### config.mk
export PLATFORM = sky130hd
export DESIGN_NAME = trca_sqrt_cell
export DESIGN_NICKNAME = d
export VERILOG_FILES = /design/src/hdl/trca_pkg.sv /design/src/hdl/trca_sqrt_cell.sv
export SDC_FILE = /design/constraint.sdc
export NUM_CORES = 1
export LEC_CHECK = 0
export BUFFER_PORTS_ARGS = -buffer_cell sky130_fd_sc_hd__clkbuf_2
export CELL_PAD_IN_SITES_DETAIL_PLACEMENT = 1
export CELL_PAD_IN_SITES_GLOBAL_PLACEMENT = 1
export CORE_MARGIN = 5
export CORE_UTILIZATION = 35
export DETAILED_ROUTE_END_ITERATION = 8
export PLACE_DENSITY = 0.8
export SLEW_MARGIN = 20
export SYNTH_ARGS = -nofsm -noshare
export SYNTH_HDL_FRONTEND = slang
export SYNTH_SLANG_ARGS = --single-unit
### constraint.sdc
create_clock -name aclk -period 14.1 [get_ports aclk]
set_input_delay 1.41 -clock aclk [delete_from_list [all_inputs] [get_ports aclk]]
set_output_delay 1.41 -clock aclk [all_outputs]
set_load 0.1 [all_outputs]
### src/hdl/trca_pkg.sv
// ----------------------------------------------------------------------------
// trca_pkg: shared types and constants of the rotation-center angle block
// Widths, the CORDIC arctangent table and the words handed between cells.
// ----------------------------------------------------------------------------
package trca_pkg;

    // Input speed width and CORDIC depth.
    localparam int DATA_WIDTH    = 16;
    localparam int CORDIC_STAGES = 16;

    // Fixed widths of the register and the result fields.
    localparam int THR_W   = 15;
    localparam int THR2_W  = 2 * THR_W;
    localparam int ANGLE_W = 16;

    // Internal formats.
    localparam int GUARD_BITS = 20;
    localparam int ACC_W      = 32;
    localparam int CORDIC_W   = DATA_WIDTH + GUARD_BITS + 4;
    localparam int SQ_W       = 2 * DATA_WIDTH;
    localparam int SQ_POS_W   = $clog2(SQ_W);
    localparam int SHIFT_W    = 5;
    localparam int ATAN_DEPTH = 32;

    // Binary-angle constants (2^32 is a full turn in the accumulator).
    localparam logic [ACC_W-1:0]   QUARTER_POS = 32'h4000_0000;
    localparam logic [ACC_W-1:0]   QUARTER_NEG = 32'hC000_0000;
    localparam logic [ACC_W-1:0]   ROUND_HALF  = 32'h0000_8000;
    localparam logic [ANGLE_W-1:0] ELEV_UP     = 16'h4000;
    localparam logic [ANGLE_W-1:0] ELEV_DOWN   = 16'hC000;

    // round(atan(2^-i) * 2^31 / pi) for each micro-rotation.
    localparam logic [ACC_W-1:0] ATAN_TABLE [ATAN_DEPTH] = '{
        32'd536870912, 32'd316933406, 32'd167458907, 32'd85004756,
        32'd42667331,  32'd21354465,  32'd10679838,  32'd5340245,
        32'd2670163,   32'd1335087,   32'd667544,    32'd333772,
        32'd166886,    32'd83443,     32'd41722,     32'd20861,
        32'd10430,     32'd5215,      32'd2608,      32'd1304,
        32'd652,       32'd326,       32'd163,       32'd81,
        32'd41,        32'd20,        32'd10,        32'd5,
        32'd3,         32'd1,         32'd1,         32'd0
    };

    // Raw speeds and early decisions that ride along the square-root cells.
    typedef struct packed {
        logic signed [DATA_WIDTH-1:0] speed_x;
        logic signed [DATA_WIDTH-1:0] speed_y;
        logic signed [DATA_WIDTH-1:0] turn_rate;
        logic                         heading_zero;
        logic                         elev_small;
    } trca_side_t;

    // Word of one square-root cell: remainder, partial root and side data.
    typedef struct packed {
        logic [SQ_W-1:0] rem;
        logic [SQ_W-1:0] root;
        trca_side_t      side;
    } trca_sqrt_t;

    // Word of one CORDIC lane.
    typedef struct packed {
        logic signed [CORDIC_W-1:0] x;
        logic signed [CORDIC_W-1:0] y;
        logic [ACC_W-1:0]           z;
    } trca_vec_t;

    // Result selection flags that travel beside the CORDIC lanes.
    typedef struct packed {
        logic heading_zero;
        logic elev_small;
        logic turn_pos;
        logic turn_neg;
    } trca_flags_t;

    // Arctangent of one micro-rotation.
    function automatic logic [ACC_W-1:0] atan_entry(input logic [SHIFT_W-1:0] idx);
        return ATAN_TABLE[idx];
    endfunction

endpackage

### src/hdl/trca_sqrt_cell.sv
// ----------------------------------------------------------------------------
// trca_sqrt_cell: one step of the integer square root
// Resolves one root bit of the planar speed square and passes the word on.
// ----------------------------------------------------------------------------
module trca_sqrt_cell
    import trca_pkg::*;
(
    input  logic                aclk,
    input  logic                en,
    input  logic [SQ_POS_W-1:0] bit_pos,
    input  trca_sqrt_t          cell_in,
    output trca_sqrt_t          cell_out
);

    logic [SQ_W-1:0] bit_val;
    logic [SQ_W-1:0] trial;
    trca_sqrt_t      cell_next;
    trca_sqrt_t      cell_reg;

    // Try to set the current root bit; keep it when the remainder allows.
    always_comb begin
        bit_val   = SQ_W'(1) << bit_pos;
        trial     = cell_in.root + bit_val;
        cell_next = cell_in;
        if (cell_in.rem >= trial) begin
            cell_next.rem  = cell_in.rem - trial;
            cell_next.root = (cell_in.root >> 1) + bit_val;
        end else begin
            cell_next.root = cell_in.root >> 1;
        end
    end

    always_ff @(posedge aclk) begin
        if (en) begin
            cell_reg <= cell_next;
        end
    end

    assign cell_out = cell_reg;

endmodule

==> flow_summary.ini <==
[clock_network]
cts-root-buf = clkbuf_16
cts_hold_buf = 0
cts_resized = 0
post-cts-setup-buffers = 0
cts_buffers = 17
tritoncts = yes
clkSlewWorstSetupHoldPaths_ns = 0.06
htree_num_levels = 4
ctsLongestPathBuffers = 2
cts.sinks = 114

[layout]
nFillCells = 3197
fin_cells = 1616
multi_input_area_um2 = 5810
seqCellArea_um2 = 3420
post-route-util_pct = 42.8
largest_reg_flops = 114
area_delta_synth_final_pct = 21.0
fin_nets = 1468
drive_above_1_share_pct = 23.4
final_area_um2 = 11500

[sta]
rsz0062_at_grt = no
max_freq_mhz = 135
final-hold-violation-count = 0
setup_viol = 0
fin_tns_setup_ns = 0
layout_min_cycle_time_ns = 7.41
worst_pin_slew_ns = 1.01
maxSlewViolCount = 0
setup_ws_ns = 6.69
relSlewSlack_pct = 32.6
hold_ws_ns = 1.15
period_share_pct = 52.5

[setup_path]
end_kind = register
required_ns = 14.29
slowest_delay_ns = 0.74
crit_fanout = 112
cp.arrival_ns = 7.60
cp_slowest_cell = buf_4
crit_buf_inv = 2
startpoint_type = primary input
critPathTopFamily = compound AO/OA/AOI/OAI gates
critical_path_class = primary input to register
path_cells = clkbuf_2, or3_4, nor2_1, ha_1, nor2_1, o31ai_4, nand4_1, a311oi_2, o31ai_2, a211oi_2, o21ai_1, a31o_2, o21ai_0, xnor2_1, ha_1, nand2_1, nand2_1, a21oi_1, or3b_1, o211ai_2, a31oi_2, o21ai_4, buf_4, mux2_2

[grt]
grt_usage_pct = 19.9
grt_pass1_vias = 9313
grt.busiest_layer = met2
grt.met3_usage_pct = 3.46
antenna_found_initial = 2
gr-total-overflow = 0
grt_util_met2_pct = 33.5
grt_pass1_wl_um = 49500
grt_use_met1_pct = 25.7
grt_max_degree = 113

[outcome]
status = finished, final reports clean

[place]
place_area_um2 = 11000
place_inst = 1582
io_buffers = 234
dp_hpwl_um = 24400
gp_congestion = 0.916
dpl_worst_slack_ns = 6.38

[yosys]
synth_edf_count = 114
ys_seq_area_share_pct = 36.0
synth_cell_types = 73
ys_ff_latch = 114
syn_nets = 1254
synth_area_um2 = 9520
async_reset_ff_share_pct = 0
synth_cells = 1046
synth_warnings = 0
synth_flop_cell = edfxtp_1
syn_area_per_cell_um2 = 9.10

[detailed_routing]
ant_nets = 0
vias_per_cell = 5.51
drt-total-wl_um = 31200
vias = 8900
first_pass_iters = 4
drt_iter0_drc = 405
drc = 0
avgRoutedWirePerCell_um = 19.3

[pwr]
total_power_mw = 1.47
p_leak_nw = 5.08
power_density_nw_per_um2 = 128
ir_drop_uv = 82.9

[floorplan]
die-width_um = 175
core_area_um2 = 26900
placementRows = 60
start_util_pct = 35.4
die-area_um2 = 30600
ios = 235
die-height_um = 175

[worst_hold_path]
hold_path.class = primary input to register

[job]
cap_viol_max_count = 0
kinds of logic after synthesis:
family | count (synthesis) | synth area share [%]
flip-flops | 114 | 36.0
multiplexers | 7 | 0.802
AND/OR/NAND/NOR | 328 | 16.7
buffers and inverters | 69 | 3.09
XOR/XNOR | 92 | 8.47
AO/OA/AOI/OAI | 346 | 23.1
adder cells (fa/ha/maj) | 90 | 11.8
per-layer routing:
metal | routed length, µm | vias up
li1 | - | 4347
met1 | 14400 | 4242
met2 | 14500 | 260
met3 | 1470 | 51
met4 | 856 | 0
met5 | 0 | -
cells in the final DEF (no fill, tap or decap), types with 4 or more instances in the layout:
cell,Yosys,final
nand4_1,12,12
inv_1,28,28
a211oi_1,8,8
xor2_1,39,39
inv_6,0,4
nor2b_1,13,13
a31oi_1,23,23
edfxtp_1,114,114
or3_1,6,6
clkbuf_16,0,17
clkbuf_2,1,233
o31ai_1,4,4
ha_1,86,86
o21ai_0,96,96
and3_1,18,18
nor3_1,22,22
a21boi_0,6,6
mux2_2,5,5
nand3_1,28,28
or2_2,5,5
clkinv_4,0,4
xnor2_1,53,53
nor2_1,69,69
nand2_1,112,112
a311oi_1,5,5
o211ai_1,8,8
o2111ai_1,4,4
nand2b_1,11,11
nand3b_1,5,5
and2_1,8,8
o221ai_1,4,4
a21o_1,39,39
a21oi_1,92,92
o21a_1,5,5
a41oi_1,5,5
o21bai_1,15,15
a31o_2,5,5
layout make-up:
type / instances / share of cell area, %
Multi-Input combinational cell: 863 / 50.4
Sequential cell: 114 / 29.7
Timing Repair Buffer: 236 / 10.3
Tap cell: 341 / 3.70
Clock buffer: 17 / 3.69
Clock inverter: 15 / 1.16
Inverter: 28 / 0.913
Antenna cell: 2 / 0.0435
final timing paths:
path / end / startpoint / depth (start not counted)
setup / recovery: cell_out[83] / bit_pos[1] / 24
hold / removal: cell_out[26] / cell_in[26] / 1
report_power, final:
| group | switching, mW | total (mW) | internal, mW |
|---|---|---|---|
| clock | 0.192 | 0.436 | 0.244 |
| sequential | 0.0112 | 0.437 | 0.426 |
| combinational | 0.474 | 0.600 | 0.126 |
synth_stat cells, types with 18 or more instances:
cell type / count / area (µm²)
a21o_1: 39 / 293
a21oi_1: 92 / 460
a31oi_1: 23 / 144
and3_1: 18 / 113
clkbuf_1: 21 / 78.8
edfxtp_1: 114 / 3420
ha_1: 86 / 1080
inv_1: 28 / 105
nand2_1: 112 / 420
nand3_1: 28 / 140
nor2_1: 69 / 259
nor3_1: 22 / 110
o21ai_0: 96 / 480
xnor2_1: 53 / 464
xor2_1: 39 / 342
Power figures use the tool's default switching activity.
